**config.mk**
```make
export PLATFORM = sky130hd
export DESIGN_NAME = baro_temp_pressure_compensation
export DESIGN_NICKNAME = d
export VERILOG_FILES = /design/src/design/baro_pkg.sv /design/src/design/baro_temp_pressure_compensation.sv
export VERILOG_INCLUDE_DIRS = /design/src /design/src/design
export SDC_FILE = /design/constraint.sdc
export NUM_CORES = 2
export LEC_CHECK = 0
export BUFFER_PORTS_ARGS = -buffer_cell sky130_fd_sc_hd__buf_2
export CAP_MARGIN = 10
export CORE_UTILIZATION = 40
export CTS_CLUSTER_SIZE = 12
export DETAILED_ROUTE_END_ITERATION = 7
export PLACE_DENSITY = 0.65
export SLEW_MARGIN = 20
export SYNTH_ARGS = -nofsm -noshare
export SYNTH_HDL_FRONTEND = slang
export SYNTH_SLANG_ARGS = --single-unit
```
**constraint.sdc**
```tcl
create_clock -name aclk -period 17.77 [get_ports aclk]
set_input_delay 0.8885 -clock aclk [delete_from_list [all_inputs] [get_ports aclk]]
set_output_delay 0.8885 -clock aclk [all_outputs]
set_load 0.1 [all_outputs]
```
**src/design/assert_macros.svh**
```systemverilog
`ifndef ASSERT_MACROS_SVH
`define ASSERT_MACROS_SVH

// Concurrent check on the block clock, switched off while reset is held.
`define CHK_ALWAYS(lbl, prop) \
    lbl: assert property (@(posedge aclk) disable iff (!aresetn) prop) \
        else $error("check failed");

// Implication from one condition to another in the following cycle.
`define CHK_NEXT(lbl, ante, cons) \
    lbl: assert property (@(posedge aclk) disable iff (!aresetn) (ante) |=> (cons)) \
        else $error("check failed");

`endif

```
**src/design/baro_pkg.sv**
```systemverilog
`timescale 1ns / 1ps

package baro_pkg;

    localparam int unsigned AddrW = 5;
    localparam int unsigned DataW = 32;
    localparam int unsigned RawW  = 24;
    localparam int unsigned ValW  = 19;

    localparam logic [1:0] REG_CAL_A = 2'd0;
    localparam logic [1:0] REG_CAL_B = 2'd1;
    localparam logic [1:0] REG_CAL_C = 2'd2;
    localparam logic [1:0] REG_OSS   = 2'd3;

    localparam logic [DataW-1:0] C_B6_OFS   = 32'd4000;
    localparam logic [DataW-1:0] C_X3_OFS   = 32'd32768;
    localparam logic [DataW-1:0] C_P_K1     = 32'd3038;
    localparam logic [DataW-1:0] C_P_K2     = 32'hFFFF_E343; // -7357
    localparam logic [DataW-1:0] C_P_K3     = 32'd3791;
    localparam logic [DataW-1:0] C_MSB      = 32'h8000_0000;
    localparam logic signed [DataW-1:0] C_LO     = -32'sd32768;
    localparam logic signed [DataW-1:0] C_T_HI   = 32'sd32767;
    localparam logic signed [DataW-1:0] C_P_HI   = 32'sd262143;

    typedef enum logic [5:0] {
        S_IDLE, S_T_MUL, S_T_X1, S_T_DSET, S_DIV, S_T_Q, S_T_OUT,
        S_P_B6, S_P_M1, S_P_B12, S_P_M2, S_P_X1A, S_P_M3, S_P_X2A,
        S_P_B3, S_P_B3R, S_P_M4, S_P_X1B, S_P_M5, S_P_X2B, S_P_X3,
        S_P_M6, S_P_B4, S_P_M7, S_P_DSET, S_P_Q, S_P_T, S_P_M9,
        S_P_M10, S_P_X1C, S_P_M11, S_P_X2C, S_P_SUM, S_P_OUT
    } state_t;

    // 50000 >> oss
    function automatic logic [DataW-1:0] oss_scale(input logic [1:0] oss);
        logic [DataW-1:0] r;
        case (oss)
            2'd0:    r = 32'd50000;
            2'd1:    r = 32'd25000;
            2'd2:    r = 32'd12500;
            2'd3:    r = 32'd6250;
            default: r = 32'd50000;
        endcase
        return r;
    endfunction

    function automatic logic [DataW-1:0] sext16(input logic [15:0] f);
        return {{16{f[15]}}, f};
    endfunction

    function automatic logic [DataW-1:0] sat32(input logic [DataW-1:0] v,
                                               input logic signed [DataW-1:0] hi);
        logic [DataW-1:0] r;
        if ($signed(v) < C_LO) begin
            r = C_LO;
        end else if ($signed(v) > hi) begin
            r = hi;
        end else begin
            r = v;
        end
        return r;
    endfunction

endpackage

```
**src/design/baro_temp_pressure_compensation.sv**
```systemverilog
`timescale 1ns / 1ps
// Channel   | Handshake          | Payload
// input     | s_valid / s_ready  | s_cmd, s_raw_sample
// result    | m_valid / m_ready  | m_kind, m_value, m_div_fault
// config    | APB, 64-bit data   | cal_word_a/b/c, oversampling at 8*i
//
// Temperature and pressure beats both use the one shared 32x32 multiplier and,
// unless the divisor is zero, the 32-step restoring divider.
// s_ready is high only while the sequencer is idle; a finished result is held
// in the output register, and the sequencer waits in its last step only while
// an earlier result has not yet been taken. Reset is synchronous and clears the
// calibration registers and the stored B5 term.
`include "assert_macros.svh"

module baro_temp_pressure_compensation (
    input  logic                          aclk,
    input  logic                          aresetn,
    input  logic                          s_valid,
    output logic                          s_ready,
    input  logic                          s_cmd,
    input  logic [baro_pkg::RawW-1:0]     s_raw_sample,
    output logic                          m_valid,
    input  logic                          m_ready,
    output logic                          m_kind,
    output logic signed [baro_pkg::ValW-1:0] m_value,
    output logic                          m_div_fault,
    input  logic                          psel,
    input  logic                          penable,
    input  logic                          pwrite,
    input  logic [baro_pkg::AddrW-1:0]    paddr,
    input  logic [63:0]                   pwdata,
    output logic [63:0]                   prdata,
    output logic                          pready
);
    import baro_pkg::*;

    logic [63:0] cal_a_reg, cal_b_reg;
    logic [31:0] cal_c_reg;
    logic [1:0]  oss_reg;
    logic [31:0] temp_term_reg;

    state_t state_reg, state_next;
    logic        cmd_reg;
    logic [RawW-1:0] raw_reg;
    logic        fault_reg, neg_reg, big_reg;
    logic [31:0] prod_reg, x1_reg, x2_reg, x3_reg, b3_reg, b4_reg, b6_reg, b12_reg;
    logic [31:0] p_reg, rem_reg, quo_reg, dsr_reg;
    logic [4:0]  cnt_reg;
    logic        m_valid_reg, m_kind_reg, m_fault_reg;
    logic [ValW-1:0] m_value_reg;

    logic [31:0] mul_a, mul_b, mul_p;
    logic [31:0] ac1, ac2, ac3, ac4, ac5, ac6, mc, md, b1, b2;
    logic [31:0] up, den, num, t_sum, p_sum;
    logic [32:0] rem_sh, diff;
    logic        cfg_wr, out_free;

    assign ac1 = sext16(cal_a_reg[15:0]);
    assign ac2 = sext16(cal_a_reg[31:16]);
    assign ac3 = sext16(cal_a_reg[47:32]);
    assign ac4 = {16'd0, cal_a_reg[63:48]};
    assign ac5 = {16'd0, cal_b_reg[15:0]};
    assign ac6 = {16'd0, cal_b_reg[31:16]};
    assign mc  = sext16(cal_b_reg[47:32]);
    assign md  = sext16(cal_b_reg[63:48]);
    assign b1  = sext16(cal_c_reg[15:0]);
    assign b2  = sext16(cal_c_reg[31:16]);

    assign up  = {8'd0, raw_reg >> (4'd8 - {2'd0, oss_reg})};
    assign den = x1_reg + md;
    assign num = mc << 11;
    assign t_sum = 32'($signed(b3_reg + 32'd8) >>> 4);
    assign p_sum = p_reg + 32'($signed(x1_reg + x2_reg + C_P_K3) >>> 4);

    // Shared multiplier: the low 32 bits equal the wrapped signed product.
    always_comb begin
        mul_a = '0;
        mul_b = '0;
        case (state_reg)
            S_T_MUL: begin mul_a = {16'd0, raw_reg[15:0]} - ac6; mul_b = ac5; end
            S_P_M1:  begin mul_a = b6_reg;  mul_b = b6_reg; end
            S_P_M2:  begin mul_a = b12_reg; mul_b = b2; end
            S_P_M3:  begin mul_a = ac2;     mul_b = b6_reg; end
            S_P_M4:  begin mul_a = ac3;     mul_b = b6_reg; end
            S_P_M5:  begin mul_a = b12_reg; mul_b = b1; end
            S_P_M6:  begin mul_a = x3_reg + C_X3_OFS; mul_b = ac4; end
            S_P_M7:  begin mul_a = up - b3_reg; mul_b = oss_scale(oss_reg); end
            S_P_M9:  begin mul_a = x1_reg;  mul_b = x1_reg; end
            S_P_M10: begin mul_a = prod_reg; mul_b = C_P_K1; end
            S_P_M11: begin mul_a = C_P_K2;  mul_b = p_reg; end
            default: begin mul_a = '0; mul_b = '0; end
        endcase
    end
    assign mul_p = mul_a * mul_b;

    // One restoring divide step per cycle.
    assign rem_sh = {rem_reg, quo_reg[31]};
    assign diff   = rem_sh - {1'b0, dsr_reg};

    assign out_free = !m_valid_reg || m_ready;
    assign s_ready  = (state_reg == S_IDLE);

    always_comb begin
        state_next = state_reg;
        case (state_reg)
            S_IDLE:   if (s_valid) begin state_next = s_cmd ? S_P_B6 : S_T_MUL; end
            S_T_MUL:  state_next = S_T_X1;
            S_T_X1:   state_next = S_T_DSET;
            S_T_DSET: state_next = (den == '0) ? S_T_OUT : S_DIV;
            S_DIV:    if (cnt_reg == 5'd31) begin state_next = cmd_reg ? S_P_Q : S_T_Q; end
            S_T_Q:    state_next = S_T_OUT;
            S_T_OUT:  if (out_free) begin state_next = S_IDLE; end
            S_P_B6:   state_next = S_P_M1;
            S_P_M1:   state_next = S_P_B12;
            S_P_B12:  state_next = S_P_M2;
            S_P_M2:   state_next = S_P_X1A;
            S_P_X1A:  state_next = S_P_M3;
            S_P_M3:   state_next = S_P_X2A;
            S_P_X2A:  state_next = S_P_B3;
            S_P_B3:   state_next = S_P_B3R;
            S_P_B3R:  state_next = S_P_M4;
            S_P_M4:   state_next = S_P_X1B;
            S_P_X1B:  state_next = S_P_M5;
            S_P_M5:   state_next = S_P_X2B;
            S_P_X2B:  state_next = S_P_X3;
            S_P_X3:   state_next = S_P_M6;
            S_P_M6:   state_next = S_P_B4;
            S_P_B4:   state_next = S_P_M7;
            S_P_M7:   state_next = S_P_DSET;
            S_P_DSET: state_next = (b4_reg == '0) ? S_P_OUT : S_DIV;
            S_P_Q:    state_next = S_P_T;
            S_P_T:    state_next = S_P_M9;
            S_P_M9:   state_next = S_P_M10;
            S_P_M10:  state_next = S_P_X1C;
            S_P_X1C:  state_next = S_P_M11;
            S_P_M11:  state_next = S_P_X2C;
            S_P_X2C:  state_next = S_P_SUM;
            S_P_SUM:  state_next = S_P_OUT;
            S_P_OUT:  if (out_free) begin state_next = S_IDLE; end
            default:  state_next = S_IDLE;
        endcase
    end

    always_ff @(posedge aclk) begin
        if (!aresetn) begin
            state_reg <= S_IDLE;
        end else begin
            state_reg <= state_next;
        end
    end

    // Datapath.
    always_ff @(posedge aclk) begin
        case (state_reg)
            S_IDLE: begin
                cmd_reg   <= s_cmd;
                raw_reg   <= s_raw_sample;
                fault_reg <= 1'b0;
            end
            S_T_MUL, S_P_M1, S_P_M2, S_P_M3, S_P_M4, S_P_M5, S_P_M6, S_P_M7,
            S_P_M9, S_P_M10, S_P_M11: prod_reg <= mul_p;
            S_T_X1:  x1_reg <= 32'($signed(prod_reg) >>> 15);
            S_T_DSET: begin
                fault_reg <= (den == '0);
                neg_reg   <= num[31] ^ den[31];
                rem_reg   <= '0;
                quo_reg   <= num[31] ? 32'd0 - num : num;
                dsr_reg   <= den[31] ? 32'd0 - den : den;
            end
            S_DIV: begin
                if (!diff[32]) begin
                    rem_reg <= diff[31:0];
                end else begin
                    rem_reg <= rem_sh[31:0];
                end
                quo_reg <= {quo_reg[30:0], !diff[32]};
            end
            // The B5 term is parked in b3_reg until the result is issued.
            S_T_Q:   b3_reg  <= x1_reg + (neg_reg ? 32'd0 - quo_reg : quo_reg);
            S_P_B6:  b6_reg  <= temp_term_reg - C_B6_OFS;
            S_P_B12: b12_reg <= 32'($signed(prod_reg) >>> 12);
            S_P_X1A: x1_reg  <= 32'($signed(prod_reg) >>> 11);
            S_P_X2A: x2_reg  <= 32'($signed(prod_reg) >>> 11);
            S_P_B3:  b3_reg  <= ((ac1 << 2) + x1_reg + x2_reg) << oss_reg;
            S_P_B3R: b3_reg  <= 32'($signed(b3_reg + 32'd2) >>> 2);
            S_P_X1B: x1_reg  <= 32'($signed(prod_reg) >>> 13);
            S_P_X2B: x2_reg  <= 32'($signed(prod_reg) >>> 16);
            S_P_X3:  x3_reg  <= 32'($signed(x1_reg + x2_reg + 32'd2) >>> 2);
            S_P_B4:  b4_reg  <= prod_reg >> 15;
            S_P_DSET: begin
                // prod_reg holds B7 here.
                fault_reg <= (b4_reg == '0);
                big_reg   <= (prod_reg >= C_MSB);
                rem_reg   <= '0;
                quo_reg   <= (prod_reg >= C_MSB) ? prod_reg : prod_reg << 1;
                dsr_reg   <= b4_reg;
            end
            S_P_Q:   p_reg  <= big_reg ? quo_reg << 1 : quo_reg;
            S_P_T:   x1_reg <= 32'($signed(p_reg) >>> 8);
            S_P_X1C: x1_reg <= 32'($signed(prod_reg) >>> 16);
            S_P_X2C: x2_reg <= 32'($signed(prod_reg) >>> 16);
            S_P_SUM: p_reg  <= p_sum;
            default: ;
        endcase
    end

    // Control state: stored term, result register, divide counter.
    always_ff @(posedge aclk) begin
        if (!aresetn) begin
            temp_term_reg <= '0;
            m_valid_reg   <= 1'b0;
            cnt_reg       <= '0;
        end else begin
            if ((state_reg == S_T_OUT || state_reg == S_P_OUT) && out_free) begin
                m_valid_reg <= 1'b1;
            end else if (m_ready) begin
                m_valid_reg <= 1'b0;
            end
            cnt_reg <= (state_reg == S_DIV) ? cnt_reg + 5'd1 : 5'd0;
            if (state_reg == S_T_OUT && out_free) begin
                m_kind_reg  <= 1'b0;
                m_fault_reg <= fault_reg;
                m_value_reg <= fault_reg ? '0 : ValW'(sat32(t_sum, C_T_HI));
                if (!fault_reg) begin
                    temp_term_reg <= b3_reg;
                end
            end
            if (state_reg == S_P_OUT && out_free) begin
                m_kind_reg    <= 1'b1;
                m_fault_reg   <= fault_reg;
                m_value_reg   <= fault_reg ? '0 : ValW'(sat32(p_reg, C_P_HI));
                temp_term_reg <= '0;
            end
        end
    end

    assign m_valid     = m_valid_reg;
    assign m_kind      = m_kind_reg;
    assign m_value     = m_value_reg;
    assign m_div_fault = m_fault_reg;

    // Configuration port.
    assign pready = 1'b1;
    assign cfg_wr = psel && penable && pwrite;

    always_ff @(posedge aclk) begin
        if (!aresetn) begin
            cal_a_reg <= '0;
            cal_b_reg <= '0;
            cal_c_reg <= '0;
            oss_reg   <= '0;
        end else if (cfg_wr) begin
            case (paddr[4:3])
                REG_CAL_A: cal_a_reg <= pwdata;
                REG_CAL_B: cal_b_reg <= pwdata;
                REG_CAL_C: cal_c_reg <= pwdata[31:0];
                REG_OSS:   oss_reg   <= pwdata[1:0];
                default:   ;
            endcase
        end
    end

    always_comb begin
        case (paddr[4:3])
            REG_CAL_A: prdata = cal_a_reg;
            REG_CAL_B: prdata = cal_b_reg;
            REG_CAL_C: prdata = {32'd0, cal_c_reg};
            REG_OSS:   prdata = {62'd0, oss_reg};
            default:   prdata = '0;
        endcase
    end

    `CHK_NEXT(a_busy_after_beat, s_valid && s_ready, !s_ready)
    `CHK_NEXT(a_term_cleared, state_reg == S_P_OUT && out_free, temp_term_reg == '0)
    `CHK_ALWAYS(a_result_source, $rose(m_valid_reg) |-> ($past(state_reg) == S_T_OUT || $past(state_reg) == S_P_OUT))
    `CHK_ALWAYS(a_cnt_idle, state_reg != S_DIV && $past(state_reg) != S_DIV |-> cnt_reg == '0)

endmodule

```
==> results.ini <==
[outcome]
status = complete, but fails checks
violations = design-rule violations

[power_and_ir_drop]
ir_drop_uv = 89.65
powerDensity_mw_per_mm2 = 121.2
clkPwrFrac = 0.201
netSwitchingPower_mw = 3.618
total_power_mw = 7.727
seq_power_share = 0.272
netSwitchingFraction = 0.4682
p_int_mw = 4.109
p_leak_nw = 26.34
comb_power_share = 0.526

[setup_path]
crit_path_start = oss_reg[0]
cp-start-kind = register
critPathMaxStageDelay_ns = 0.95
critPathSlowestCell = dfxtp_4
crit_top_cell = xnor2_1
critPathArrivalTime_ns = 14.85
crit_type = reg -> reg
critical_path.max_fanout = 59
timing.rr.start = oss_reg[0]
cp.required_ns = 18.20
end_kind = register

[floorplanning]
die_width_um = 382.1
fp-row-count = 139
die_area_mm2 = 0.1460
start_util = 0.4028
num_io_pins = 189
die_h_um = 382.1
core_region_area_mm2 = 0.1435

[final_layout]
post-route-util = 0.4442
final_area_mm2 = 0.06374
seq_area_mm2 = 0.01569
fin_cells = 8654
fill_cells = 13880
syn_to_final_growth_pct = 10.29
multi_input_area_mm2 = 0.03853
final_layout_size_suffix_gt1_frac = 0.09057
nets = 7575
mostFrequentLayoutCell = nand2_1
final_cell_mix = nand2_1, inv_1, nor2_1

[synthesis]
syn_inst = 6606
yosysSeqAreaShare = 0.2714
synth_ff_type = edfxtp_1
synth_top_area_cell = edfxtp_1
syn-cell-area_mm2 = 0.05779
synth_warnings = 0
yosys-top-cells-area = edfxtp_1, fa_1, ha_1, dfxtp_1, nand2_1
synth_cell_type_count = 100
ys_ff_latch = 591
synth-edff-count = 385
syn_area_per_cell_um2 = 8.748
yosys.area.top_type_share = 0.2001
synthArstFlopShare = 0

[drt]
drt-total-wl_um = 230400
first_pass_iters = 8
drt_iter0_drc = 6411
viasPerCell = 5.934
detail_route.wl_per_cell_um = 26.63
antenna_left = 0
drc = 1
num_vias = 51350

[clock_tree]
cts_setup_buffers = 0
cts_tree = yes
clk_latency_ns = 0.68
htreeDepth = 3
cts-hold-fix-buffers = 0
cts_inserted_buffers = 70
cts_sinks = 591
cts_buffer_depth = 3
clockRootBuffer = clkbuf_16
cts.repair.resized = 0
clkTransAtPathRegs_ns = 0.07

[placement]
dp_slack_ns = 3.651
port-buffer-count = 184
globalplace.congestion = 1.030
place_area_mm2 = 0.06122
dpl.hpwl_um = 179000
dp_cells = 8515

[sta]
fin_hold_ws_ns = 0.3888
fin_ws_ns = 3.347
fin_crit_sh = 0.8117
hold_viol = 0
max-slew-margin-rel = 0.1931
slew_violations = 0
worstMarginPinSlew_ns = 1.210
finalSetupTns_ns = 0
rsz0062_at_grt = false
finalSetupViolations = 0
skew_ns = 0.04195
fin_crit_ns = 14.42
timing.fmax_ghz = 0.06933

[worst_hold_path]
hp-start = s_raw_sample[10]
worstHoldPathType = in -> reg

[global_route]
grtUsageMet2 = 0.4575
grt_pass1_vias = 49650
grt_util_all_layers = 0.3122
grt.busiest_layer = met2
grt_max_degree = 110
grt_first_pass_wirelength_um = 336900
grt_use_met3 = 0.08710
antenna_found_initial = 11
gr-total-overflow = 0
grt_use_met1 = 0.4135

[job]
maxCapViolations = 0

## layer usage
metal  share of wire  wire (µm)  up-vias
met5         0.00015         35        -
met4           0.066      15190        6
met3            0.12      26690      662
met2            0.42      96410     2947
met1            0.40      92090    25080
li1                -          -    22660
## cell families after synthesis
kind of cell,synth area share
other,0.0001300
XOR/XNOR,0.07039
AND/OR/NAND/NOR,0.1689
buffers and inverters,0.06762
adder cells (fa/ha/maj),0.2271
AO/OA/AOI/OAI,0.1562
flip-flops,0.2714
multiplexers,0.03821
## Yosys cell counts (28+ instances only)
library cell	number
mux2i_1	188
o21a_1	37
nand2_1	981
o21bai_1	49
ha_1	348
a21o_1	74
nand4_1	28
a21oi_1	295
dfxtp_1	206
clkbuf_1	283
a21boi_0	173
and3_1	51
edfxtp_1	385
inv_1	678
xnor2_1	312
nor3_1	78
or2_2	57
a22oi_1	91
nor4_1	36
xor2_1	137
o31ai_1	32
nor2_1	638
fa_1	438
nor2b_1	49
nand3_1	101
o21ai_0	214
a31oi_1	34
buf_1	29
a221oi_1	39
o221ai_1	33
nand2b_1	69
## critical path, delay by kind of cell, from the launching register on
kind	cells	cell delay, ns
AO/OA/AOI/OAI	12	2.58
adder cells (fa/ha/maj)	10	5.29
buffers and inverters	5	0.93
flip-flops	1	0.95
AND/OR/NAND/NOR	4	0.91
XOR/XNOR	17	3.41
## power groups by stage
stage	Combinational (mW)	Clock, mW	Sequential [mW]
floorplan	2.63	0	1.95
global placement	3.88	0	2.11
detailed placement	3.92	0	2.11
CTS	3.95	1.57	2.09
global route	4.35	1.62	2.10
finish	4.07	1.56	2.10
## path summary, 6_finish.rpt
check / end / depth (start not counted) / slack, ns
worst max-delay path: prod_reg[31] / 48 / 3.35
worst min-delay path: raw_reg[10] / 1 / 0.39
worst max register to register: prod_reg[31] / 48 / 3.35
worst min register to register: b6_reg[2] / 0 / 0.43
## final cells by class
type	count	share of cell area
Inverter	680	0.04005
Clock inverter	27	0.005477
Clock buffer	103	0.03269
Tap cell	1903	0.03736
Timing Repair Buffer	343	0.03355
Sequential cell	591	0.2462
Antenna cell	5	0.0001963
Multi-Input combinational cell	5002	0.6045
(Power assumes the default switching activity.)
